File: src/rtl/acc_alu_pkg.sv
// Package for the accumulator ALU: operation codes, payload and pipeline types,
// and the shared restoring-divide step. No dependencies.
package acc_alu_pkg;

  typedef enum logic [2:0] {
    OP_ADD  = 3'd0,
    OP_ADDC = 3'd1,
    OP_SUBB = 3'd2,
    OP_MUL  = 3'd3,
    OP_DIV  = 3'd4,
    OP_DA   = 3'd5
  } op_e;

  // quotient bits resolved in each pipeline stage (sum is 8)
  localparam int unsigned DivStepsS1 = 3;
  localparam int unsigned DivStepsS2 = 3;
  localparam int unsigned DivStepsS3 = 2;

  typedef struct packed {
    logic [2:0] req_type;
    logic [7:0] acc_value;
    logic [7:0] operand_value;
    logic       carry_in;
    logic       aux_carry_in;
    logic       overflow_in;
  } req_t;

  typedef struct packed {
    logic [7:0] acc_result;
    logic [7:0] b_result;
    logic       carry_out;
    logic       aux_carry_out;
    logic       overflow_out;
    logic       parity_out;
  } rsp_t;

  // divider state: partial remainder and dividend/quotient shift word
  typedef struct packed {
    logic [7:0] rem;
    logic [7:0] dq;
  } div_t;

  typedef struct packed {
    logic [7:0] acc;
    logic [7:0] b;
    logic       cy;
    logic       ac;
    logic       ov;
    logic       div_op;
    logic       div_zero;
    logic [7:0] divisor;
    div_t       div;
  } pipe_t;

  // one restoring step: shift in next dividend bit, trial subtract
  function automatic div_t div_step(div_t st, logic [7:0] d);
    logic [8:0] t;
    logic       qbit;
    div_t       nx;
    t    = {st.rem, st.dq[7]};
    qbit = (t >= {1'b0, d});
    if (qbit) begin
      t = t - {1'b0, d};
    end
    nx.rem = t[7:0];
    nx.dq  = {st.dq[6:0], qbit};
    return nx;
  endfunction

endpackage

File: src/rtl/acc_alu_if.sv
// Valid/ready channel interfaces for the accumulator ALU request and response.
// No dependencies.
interface acc_alu_req_if;
  logic       valid;
  logic       ready;
  logic [2:0] req_type;
  logic [7:0] acc_value;
  logic [7:0] operand_value;
  logic       carry_in;
  logic       aux_carry_in;
  logic       overflow_in;

  modport source (
    output valid, req_type, acc_value, operand_value, carry_in, aux_carry_in, overflow_in,
    input  ready
  );
  modport sink (
    input  valid, req_type, acc_value, operand_value, carry_in, aux_carry_in, overflow_in,
    output ready
  );
endinterface

interface acc_alu_rsp_if;
  logic       valid;
  logic       ready;
  logic [7:0] acc_result;
  logic [7:0] b_result;
  logic       carry_out;
  logic       aux_carry_out;
  logic       overflow_out;
  logic       parity_out;

  modport source (
    output valid, acc_result, b_result, carry_out, aux_carry_out, overflow_out, parity_out,
    input  ready
  );
  modport sink (
    input  valid, acc_result, b_result, carry_out, aux_carry_out, overflow_out, parity_out,
    output ready
  );
endinterface

File: src/rtl/acc_alu_stage1.sv
// Stage 1: decode, add/subtract/multiply/decimal adjust, first divide steps.
// Depends on acc_alu_pkg.
module acc_alu_stage1 (
  input  logic               clk_i,
  input  logic               rst_ni,
  input  logic               en_i,
  input  logic               valid_i,
  input  acc_alu_pkg::req_t  req_i,
  output logic               valid_o,
  output acc_alu_pkg::pipe_t pipe_o
);

  acc_alu_pkg::op_e   op;
  acc_alu_pkg::pipe_t pipe_d, pipe_q;
  logic               valid_q;
  logic [7:0]         a, s;
  logic               cy, c_add;
  logic [8:0]         sum9, dif9, da1, da2;
  logic [4:0]         sum_lo, dif_lo;
  logic [15:0]        prod;
  logic               cy1;

  assign op    = acc_alu_pkg::op_e'(req_i.req_type);
  assign a     = req_i.acc_value;
  assign s     = req_i.operand_value;
  assign cy    = req_i.carry_in;
  assign c_add = (op == acc_alu_pkg::OP_ADDC) & cy;

  assign sum9   = {1'b0, a} + {1'b0, s} + {8'd0, c_add};
  assign sum_lo = {1'b0, a[3:0]} + {1'b0, s[3:0]} + {4'd0, c_add};
  assign dif9   = {1'b0, a} - {1'b0, s} - {8'd0, cy};
  assign dif_lo = {1'b0, a[3:0]} - {1'b0, s[3:0]} - {4'd0, cy};
  assign prod   = {8'd0, a} * {8'd0, s};

  // decimal adjust: low nibble fix, then high nibble fix; carry only sets
  assign da1 = ((a[3:0] > 4'd9) || req_i.aux_carry_in) ? {1'b0, a} + 9'd6 : {1'b0, a};
  assign cy1 = cy | da1[8];
  assign da2 = ((da1[7:4] > 4'd9) || cy1) ? {1'b0, da1[7:0]} + 9'h060
                                           : {1'b0, da1[7:0]};

  always_comb begin
    acc_alu_pkg::div_t dv;
    pipe_d          = '0;
    pipe_d.acc      = a;
    pipe_d.b        = s;
    pipe_d.cy       = cy;
    pipe_d.ac       = req_i.aux_carry_in;
    pipe_d.ov       = req_i.overflow_in;
    pipe_d.div_zero = (s == 8'd0);
    pipe_d.divisor  = s;
    dv.rem = 8'd0;
    dv.dq  = a;
    for (int i = 0; i < int'(acc_alu_pkg::DivStepsS1); i++) begin
      dv = acc_alu_pkg::div_step(dv, s);
    end
    pipe_d.div = dv;
    case (op)
      acc_alu_pkg::OP_ADD, acc_alu_pkg::OP_ADDC: begin
        pipe_d.acc = sum9[7:0];
        pipe_d.cy  = sum9[8];
        pipe_d.ac  = sum_lo[4];
        pipe_d.ov  = (a[7] ^ sum9[7]) & (s[7] ^ sum9[7]);
      end
      acc_alu_pkg::OP_SUBB: begin
        pipe_d.acc = dif9[7:0];
        pipe_d.cy  = dif9[8];
        pipe_d.ac  = dif_lo[4];
        pipe_d.ov  = (a[7] ^ s[7]) & (a[7] ^ dif9[7]);
      end
      acc_alu_pkg::OP_MUL: begin
        pipe_d.acc = prod[7:0];
        pipe_d.b   = prod[15:8];
        pipe_d.cy  = 1'b0;
        pipe_d.ov  = |prod[15:8];
      end
      acc_alu_pkg::OP_DIV: begin
        pipe_d.cy     = 1'b0;
        pipe_d.ov     = (s == 8'd0);
        pipe_d.div_op = 1'b1;
      end
      acc_alu_pkg::OP_DA: begin
        pipe_d.acc = da2[7:0];
        pipe_d.cy  = cy1 | da2[8];
      end
      default: begin
        // unused codes: no operation
      end
    endcase
  end

  always_ff @(posedge clk_i or negedge rst_ni) begin
    if (!rst_ni) begin
      valid_q <= 1'b0;
    end else if (en_i) begin
      valid_q <= valid_i;
    end
  end

  always_ff @(posedge clk_i) begin
    if (en_i) begin
      pipe_q <= pipe_d;
    end
  end

  assign valid_o = valid_q;
  assign pipe_o  = pipe_q;

endmodule

File: src/rtl/acc_alu_stage2.sv
// Stage 2: middle divide steps; other results ride along.
// Depends on acc_alu_pkg.
module acc_alu_stage2 (
  input  logic               clk_i,
  input  logic               rst_ni,
  input  logic               en_i,
  input  logic               valid_i,
  input  acc_alu_pkg::pipe_t pipe_i,
  output logic               valid_o,
  output acc_alu_pkg::pipe_t pipe_o
);

  acc_alu_pkg::pipe_t pipe_d, pipe_q;
  logic               valid_q;

  always_comb begin
    acc_alu_pkg::div_t dv;
    pipe_d = pipe_i;
    dv     = pipe_i.div;
    for (int i = 0; i < int'(acc_alu_pkg::DivStepsS2); i++) begin
      dv = acc_alu_pkg::div_step(dv, pipe_i.divisor);
    end
    pipe_d.div = dv;
  end

  always_ff @(posedge clk_i or negedge rst_ni) begin
    if (!rst_ni) begin
      valid_q <= 1'b0;
    end else if (en_i) begin
      valid_q <= valid_i;
    end
  end

  always_ff @(posedge clk_i) begin
    if (en_i) begin
      pipe_q <= pipe_d;
    end
  end

  assign valid_o = valid_q;
  assign pipe_o  = pipe_q;

endmodule

File: src/rtl/acc_alu_stage3.sv
// Stage 3: last divide steps, divide result select, parity, output register.
// Depends on acc_alu_pkg.
module acc_alu_stage3 (
  input  logic               clk_i,
  input  logic               rst_ni,
  input  logic               en_i,
  input  logic               valid_i,
  input  acc_alu_pkg::pipe_t pipe_i,
  output logic               valid_o,
  output acc_alu_pkg::rsp_t  rsp_o
);

  acc_alu_pkg::rsp_t rsp_d, rsp_q;
  logic              valid_q;

  always_comb begin
    acc_alu_pkg::div_t dv;
    dv = pipe_i.div;
    for (int i = 0; i < int'(acc_alu_pkg::DivStepsS3); i++) begin
      dv = acc_alu_pkg::div_step(dv, pipe_i.divisor);
    end
    rsp_d.acc_result    = pipe_i.acc;
    rsp_d.b_result      = pipe_i.b;
    rsp_d.carry_out     = pipe_i.cy;
    rsp_d.aux_carry_out = pipe_i.ac;
    rsp_d.overflow_out  = pipe_i.ov;
    // divide by zero keeps A and B as they came in
    if (pipe_i.div_op && !pipe_i.div_zero) begin
      rsp_d.acc_result = dv.dq;
      rsp_d.b_result   = dv.rem;
    end
    rsp_d.parity_out = ^rsp_d.acc_result;
  end

  always_ff @(posedge clk_i or negedge rst_ni) begin
    if (!rst_ni) begin
      valid_q <= 1'b0;
    end else if (en_i) begin
      valid_q <= valid_i;
    end
  end

  always_ff @(posedge clk_i) begin
    if (en_i) begin
      rsp_q <= rsp_d;
    end
  end

  assign valid_o = valid_q;
  assign rsp_o   = rsp_q;

endmodule

File: src/rtl/accumulator_alu_with_flags.sv
// Top level of the 8-bit accumulator ALU with flags.
// Depends on acc_alu_pkg, acc_alu_if and the three stage modules.
//
// Usage:
//   req_i carries one operation per transfer: req_type (ADD, ADDC, SUBB, MUL,
//   DIV, DA), the accumulator, the operand (B for MUL/DIV) and CY/AC/OV.
//   rsp_o returns exactly one result per request, in order: new A, new B,
//   CY, AC, OV and parity of the new A.
// Pipeline: from request to response, every operation passes the same three
//   register stages. The 8-step restoring divider sets the depth: its quotient
//   bits are split 3/3/2 over the three register stages.
// Throughput: one transfer per cycle, sustained, while rsp_o.ready is high.
// Stall: each stage holds when the one after it is full and stalled; empty
//   stages keep filling, so req_i.ready drops only once all three stages
//   hold data and rsp_o.ready is low. Nothing is dropped or repeated.
// Reset: rst_ni (async, active low) clears the stage valid bits; the block
//   accepts requests on the first cycle after reset.
module accumulator_alu_with_flags (
  input  logic          clk_i,
  input  logic          rst_ni,
  acc_alu_req_if.sink   req_i,
  acc_alu_rsp_if.source rsp_o
);

  acc_alu_pkg::req_t  req;
  acc_alu_pkg::pipe_t s1_pipe, s2_pipe;
  acc_alu_pkg::rsp_t  rsp;
  logic               s1_valid, s2_valid, s3_valid;
  logic               s1_en, s2_en, s3_en;

  // per-stage advance: a stage loads when it is empty or its data moves on
  assign s3_en = !s3_valid || rsp_o.ready;
  assign s2_en = !s2_valid || s3_en;
  assign s1_en = !s1_valid || s2_en;

  assign req_i.ready = s1_en;

  assign req.req_type      = req_i.req_type;
  assign req.acc_value     = req_i.acc_value;
  assign req.operand_value = req_i.operand_value;
  assign req.carry_in      = req_i.carry_in;
  assign req.aux_carry_in  = req_i.aux_carry_in;
  assign req.overflow_in   = req_i.overflow_in;

  acc_alu_stage1 u_stage1 (
    .clk_i   (clk_i),
    .rst_ni  (rst_ni),
    .en_i    (s1_en),
    .valid_i (req_i.valid),
    .req_i   (req),
    .valid_o (s1_valid),
    .pipe_o  (s1_pipe)
  );

  acc_alu_stage2 u_stage2 (
    .clk_i   (clk_i),
    .rst_ni  (rst_ni),
    .en_i    (s2_en),
    .valid_i (s1_valid),
    .pipe_i  (s1_pipe),
    .valid_o (s2_valid),
    .pipe_o  (s2_pipe)
  );

  // last stage register doubles as the output register
  acc_alu_stage3 u_stage3 (
    .clk_i   (clk_i),
    .rst_ni  (rst_ni),
    .en_i    (s3_en),
    .valid_i (s2_valid),
    .pipe_i  (s2_pipe),
    .valid_o (s3_valid),
    .rsp_o   (rsp)
  );

  assign rsp_o.valid         = s3_valid;
  assign rsp_o.acc_result    = rsp.acc_result;
  assign rsp_o.b_result      = rsp.b_result;
  assign rsp_o.carry_out     = rsp.carry_out;
  assign rsp_o.aux_carry_out = rsp.aux_carry_out;
  assign rsp_o.overflow_out  = rsp.overflow_out;
  assign rsp_o.parity_out    = rsp.parity_out;

endmodule

File: src/flat_wrapper.sv
// flat-port wrapper written by rule: the top's interface ports become plain ports
module accumulator_alu_with_flags_flat 
  (clk_i, rst_ni, req_i_valid, req_i_req_type, req_i_acc_value, req_i_operand_value, req_i_carry_in, req_i_aux_carry_in, req_i_overflow_in, req_i_ready, rsp_o_valid, rsp_o_acc_result, rsp_o_b_result, rsp_o_carry_out, rsp_o_aux_carry_out, rsp_o_overflow_out, rsp_o_parity_out, rsp_o_ready);
  acc_alu_req_if req_i_i ();
  acc_alu_rsp_if rsp_o_i ();
  input  logic clk_i;
  input  logic rst_ni;
  input wire logic [$bits(req_i_i.valid)-1:0] req_i_valid;
  input wire logic [$bits(req_i_i.req_type)-1:0] req_i_req_type;
  input wire logic [$bits(req_i_i.acc_value)-1:0] req_i_acc_value;
  input wire logic [$bits(req_i_i.operand_value)-1:0] req_i_operand_value;
  input wire logic [$bits(req_i_i.carry_in)-1:0] req_i_carry_in;
  input wire logic [$bits(req_i_i.aux_carry_in)-1:0] req_i_aux_carry_in;
  input wire logic [$bits(req_i_i.overflow_in)-1:0] req_i_overflow_in;
  output wire logic [$bits(req_i_i.ready)-1:0] req_i_ready;
  output wire logic [$bits(rsp_o_i.valid)-1:0] rsp_o_valid;
  output wire logic [$bits(rsp_o_i.acc_result)-1:0] rsp_o_acc_result;
  output wire logic [$bits(rsp_o_i.b_result)-1:0] rsp_o_b_result;
  output wire logic [$bits(rsp_o_i.carry_out)-1:0] rsp_o_carry_out;
  output wire logic [$bits(rsp_o_i.aux_carry_out)-1:0] rsp_o_aux_carry_out;
  output wire logic [$bits(rsp_o_i.overflow_out)-1:0] rsp_o_overflow_out;
  output wire logic [$bits(rsp_o_i.parity_out)-1:0] rsp_o_parity_out;
  input wire logic [$bits(rsp_o_i.ready)-1:0] rsp_o_ready;
  assign req_i_i.valid = req_i_valid;
  assign req_i_i.req_type = req_i_req_type;
  assign req_i_i.acc_value = req_i_acc_value;
  assign req_i_i.operand_value = req_i_operand_value;
  assign req_i_i.carry_in = req_i_carry_in;
  assign req_i_i.aux_carry_in = req_i_aux_carry_in;
  assign req_i_i.overflow_in = req_i_overflow_in;
  assign req_i_ready = req_i_i.ready;
  assign rsp_o_valid = rsp_o_i.valid;
  assign rsp_o_acc_result = rsp_o_i.acc_result;
  assign rsp_o_b_result = rsp_o_i.b_result;
  assign rsp_o_carry_out = rsp_o_i.carry_out;
  assign rsp_o_aux_carry_out = rsp_o_i.aux_carry_out;
  assign rsp_o_overflow_out = rsp_o_i.overflow_out;
  assign rsp_o_parity_out = rsp_o_i.parity_out;
  assign rsp_o_i.ready = rsp_o_ready;
  accumulator_alu_with_flags u_core (.clk_i(clk_i), .rst_ni(rst_ni), .req_i(req_i_i), .rsp_o(rsp_o_i));
endmodule
File: config.mk
export PLATFORM = sky130hd
export DESIGN_NAME = accumulator_alu_with_flags_flat
export DESIGN_NICKNAME = d
export VERILOG_FILES = /design/src/rtl/acc_alu_pkg.sv /design/src/rtl/acc_alu_if.sv /design/src/rtl/acc_alu_stage1.sv /design/src/rtl/acc_alu_stage2.sv /design/src/rtl/acc_alu_stage3.sv /design/src/rtl/accumulator_alu_with_flags.sv /design/src/flat_wrapper.sv
export SDC_FILE = /design/constraint.sdc
export NUM_CORES = 1
export LEC_CHECK = 0
export BUFFER_PORTS_ARGS = -buffer_cell sky130_fd_sc_hd__buf_4
export CAP_MARGIN = 20
export CORE_UTILIZATION = 57
export CTS_CLUSTER_DIAMETER = 40
export DETAILED_ROUTE_END_ITERATION = 8
export GPL_TIMING_DRIVEN = 0
export PLACE_DENSITY = 0.86
export SYNTH_ARGS = -nofsm -noshare
export SYNTH_HDL_FRONTEND = slang
export SYNTH_SLANG_ARGS = --single-unit
File: constraint.sdc
create_clock -name clk_i -period 7.76 [get_ports clk_i]
set_clock_uncertainty 0.05 [all_clocks]
set_input_delay 1.552 -clock clk_i [delete_from_list [all_inputs] [get_ports clk_i]]
set_output_delay 1.552 -clock clk_i [all_outputs]
set_load 0.03 [all_outputs]
# == Word level (Yosys, flattened, before mapping) ==
# Index checks and enable logic that the tools add are counted.
# word_totals
mem_count,0
output_inout_bits,22
inputBits,26
reg_bits,113
romBits,0
ram_bits,0
latch_bits,0
# op_classes
n_shift,0
eq_ne,5
mul,1
n_bitwise,9
mux,17
magnitude_cmp,10
div,0
addsub,18
reduce_logical,16
# op_table
op,count
$mux 8,9
$ge 9x8->1,7
$sub 8x8->8,7
$pmux 8 s4,1
$mux 9,2
$mul 8x8->16,1
$mux 16,1
$add 8x3->9 const B,1
$add 8x7->9 const B,1
$add 8x8->9,1
$add 9x1->9,1
$sub 8x8->9,1
$sub 9x1->9,1
$ge 1x8->1,1
$gt 4x4->1 const B,2
$logic_not 8->1,1
$pmux 1 s4,2
$reduce_or 8->1,1
$reduce_xor 8->1,1
$sub 1x8->8,1
$eq 3x2->1 const B,2
$eq 3x3->1 const B,2
$add 4x4->5,1
$add 5x1->5,1
other kinds (13),27

# == Depth between registers and ports, before layout ==
# depth
word_depth,8
mapped_depth,29

# == Modules after synthesis ==
# A second synthesis with hierarchy kept.
# hier_totals
cells_unflattened,1049
hier_area_um2,10470.0
# by_module_without_submodules
module,n_inst,area_each_um2,seq_area_each_um2,cells_per_inst
acc_alu_stage1,1,5829.3,1376.3,637
acc_alu_stage2,1,2753.9,1376.3,211
acc_alu_stage3,1,1864.3,625.6,198
accumulator_alu_with_flags,1,22.5,0.0,3

# == Worst setup path before layout ==
# OpenSTA, ideal clock, no wires.
# synth_path
path_kind,input-to-reg
startpoint,input port req_i_acc_value[7]
endpoint,"register u_core.u_stage1.pipe_q, in the netlist u_core.u_stage1.pipe_o[10] (data pin)"
setup_ns,0.260
cell_stages,25
arrival_ns,6.672
slack_ns,0.777
cell_sequence,clkbuf_1 -> inv_1 -> clkbuf_1 -> ha_1 -> inv_1 -> ha_1 -> o21ai_0 -> o21ai_0 -> inv_1 -> ha_1 -> nor2b_1 -> o21ai_0 -> a21oi_1 -> o41ai_2 -> o21ai_2 -> a21oi_1 -> ha_1 -> nor2b_1 -> o21ai_1 -> a21boi_1 -> o31ai_1 -> a21oi_1 -> o21bai_1 -> a221oi_4 -> mux2_4
# synth_rtl
item,line,source
"start, declared",flat_wrapper.sv:10,input wire logic [$bits(req_i_i.acc_value)-1:0] req_i_acc_value;
"end signal, assigned",acc_alu_stage1.sv:101,pipe_q <= pipe_d;
"end, declared",acc_alu_stage1.sv:14,"acc_alu_pkg::pipe_t pipe_d, pipe_q;"

==> reports/metrics.cfg <==
[critical_path]
path_buf_inv=6
crit_path_start_kind=primary input
cp_common_cell=ha_1
cpMaxStageDelayCell=clkbuf_1
slowest_delay_ns=0.53
crit_family=compound AO/OA/AOI/OAI gates
endpoint_kind=flip-flop
rrSetupSlack_ns=0.64
r2r_end=u_core.u_stage2.pipe_o[14]
worst-r2r-cell-count=29
critPathKind=primary input to flip-flop
cp.required_ns=7.88
crit_arrival_ns=7.43
regToRegStartpoint=u_core.u_stage1.pipe_o[17]
path_max_fanout=11

[drt]
drtAntennaViolNets=0
via_count=8125
routed_via_density=6.010
routedWlPerCell_um=18.71
drt-pass1-iter-count=6
drt_iter0_markers=727
routed_wl_um=25290
drc=0

[worst_hold_path]
min_from=u_core.u_stage1.pipe_o[4]
min_path_type=flip-flop to flip-flop
holdPathStages=0
whs_endpoint=u_core.u_stage2.pipe_o[7]

[clocking]
cts_tree=built
clk_path_buf_depth=2
clock_sink_count=113
holdBufCountCts=0
numCtsBuffers=17
clock_latency_ns=0.41
ctsHtreeMaxLevel=4
clk_pin_slew_ns=0.06
root_buffer=clkbuf_16

[finish]
drive_gt1_share_pct=13.36
antenna_cells=0
fill_cells=1354
syn2layout_area_growth_pct=12.38
fin_cells=1352
design_area_sq_um=11740
final_nets=1304

[sta]
slew_headroom_pct=32.97
timing.final.crit_share_pct=94.22
period_minus_slack_ns=7.312
clock.fmax_mhz=136.8
worst_pin_slew_ns=1.005
rsz0062_at_grt=false
hold_viol=0
setup_viol=0
slew_violations=0
layout_setup_ws_ns=0.4482

[synth]
synth-edff-count=110
netlist_instances=1040
synth_area_sq_um=10450
synth.top_cells.by_count=125 x inv_1, 121 x ha_1, 110 x edfxtp_1
synthFlopType=edfxtp_1
yosysMostFrequentCell=inv_1
synth_top_area_share_pct=31.61
synth_top_area_cell=edfxtp_1
synth.area.top_cells=edfxtp_1 32%, ha_1 14%, fa_1 9.0%
syn_nets=1234
async_flop_share_pct=2.655
synth.distinct_cells=75
yosys_warnings=0
ys_seq_area_share_pct=32.33
avgSynthCellArea_sq_um=10.05
synth_seq_cells=113

[power]
ir_drop_uv=294.3
p_leak_nw=5.267
p_per_area_nw_per_um2=322.2
finalPower_mw=3.783

[grt]
gr-total-overflow=0
grt_max_degree=22
antenna_found_initial=0
first_global_vias=8279
grt_pass1_wl_um=41710
grt_usage_pct=29.12

[place]
io_buffers=46
place_area_sq_um=11140
dp_slack_ns=-0.5738
dp_cells=1319
place.gp.congestion=0.9626
dp_hpwl_um=19260

[floorplanning]
initial_core_util_pct=58.17
row_count=49
die-area_sq_um=18880
die_y_um=137.4
die_x_um=137.4
core_sq_um=17960
io_pins=48

[run]
drv_cap=0

[status]
status=finished clean

-- worst max-delay path by stage --
stage               cells after the start               start                    endpoint  slack, ns
finish                                 26  req_i_acc_value[7]  u_core.u_stage1.pipe_o[12]       0.45
CTS                                    27  req_i_acc_value[7]  u_core.u_stage1.pipe_o[15]       0.02
detailed placement                     26  req_i_acc_value[7]  u_core.u_stage1.pipe_o[15]      -0.57
global route                           27  req_i_acc_value[7]  u_core.u_stage1.pipe_o[15]       0.05
global placement                       26  req_i_acc_value[7]  u_core.u_stage1.pipe_o[15]      -0.24
floorplan                              25  req_i_acc_value[7]  u_core.u_stage1.pipe_o[10]       0.78
-- flip-flops by register name (all words and copies together), names as in the netlist --
signal                   count
u_core.u_stage2.valid_o      1
u_core.u_stage3.rsp_o       20
u_core.u_stage1.pipe_o      45
u_core.u_stage2.pipe_o      45
u_core.u_stage1.valid_o      1
u_core.u_stage3.valid_o      1
-- layer usage --
layer / part of all wire, % / vias to the layer above / GRT usage (%)
met5: 0 / - / 0
met2: 49 / 386 / 49.27
met1: 39 / 3837 / 35.98
met3: 7.7 / 82 / 5.408
met4: 3.8 / 0 / 13.25
li1: - / 3820 / -
-- per-stage QoR --
stage	hold WS [ns]	setup TNS (ns)	utilization (%)
4_1_cts	0.3564	0	65.40
3_5_place_dp	0.3563	-4.663	62.03
6_report	0.3530	0	65.38
3_3_place_gp	0.3531	-1.664	61.69
2_1_floorplan	0.3503	0	-
5_1_grt	0.3634	0	65.38
-- timing repair --
| action | 4_1_cts | 5_1_grt |
|---|---|---|
| buffers inserted | 2 | 0 |
| endpoints found under the hold margin | 0 | 0 |
| gates resized for setup | 0 | 1 |
| pin swaps | 1 | 0 |
| cloned | 0 | 0 |
| endpoints found under the setup margin | 8 | 9 |
-- power breakdown --
group	switching, mW	internal [mW]	total, mW
logic	1.20	0.926	2.12
registers	0.0541	0.850	0.904
clock network	0.269	0.488	0.757
total	1.52	2.26	3.78
-- cells by family after synthesis --
logic type | after synthesis | synth area share (%)
AND/OR/NAND/NOR | 273 | 13.23
AO/OA/AOI/OAI | 210 | 13.27
adder cells (fa/ha/maj) | 168 | 23.49
buffers and inverters | 155 | 5.986
flip-flops | 113 | 32.33
XOR/XNOR | 69 | 5.915
multiplexers | 52 | 5.783
-- layout by cell type (no fill, tap or decap), types with 18 or more instances in the layout --
cell type	synthesis	final
nand2_1	72	72
o21ai_0	50	49
nor2_1	72	72
fa_1	47	47
inv_1	125	125
ha_1	121	121
edfxtp_1	110	110
nor3_1	21	21
clkbuf_1	15	18
mux2_2	24	24
xnor2_1	41	41
buf_4	0	47
a21oi_1	55	55
xor2_1	27	27
-- final cells by class --
type	count	area, sq um	area share, %
plain buffers	26	141.4	1.204
clock buffers	23	467.9	3.985
clock inverters	9	110.1	0.9376
inverters	128	480.5	4.091
multi-input cells	772	6446	54.89
flip-flops and latches	113	3378	28.77
well taps	229	286.5	2.440
repair buffers	52	432.9	3.686
No activity file was read; power rests on OpenSTA's default activity.
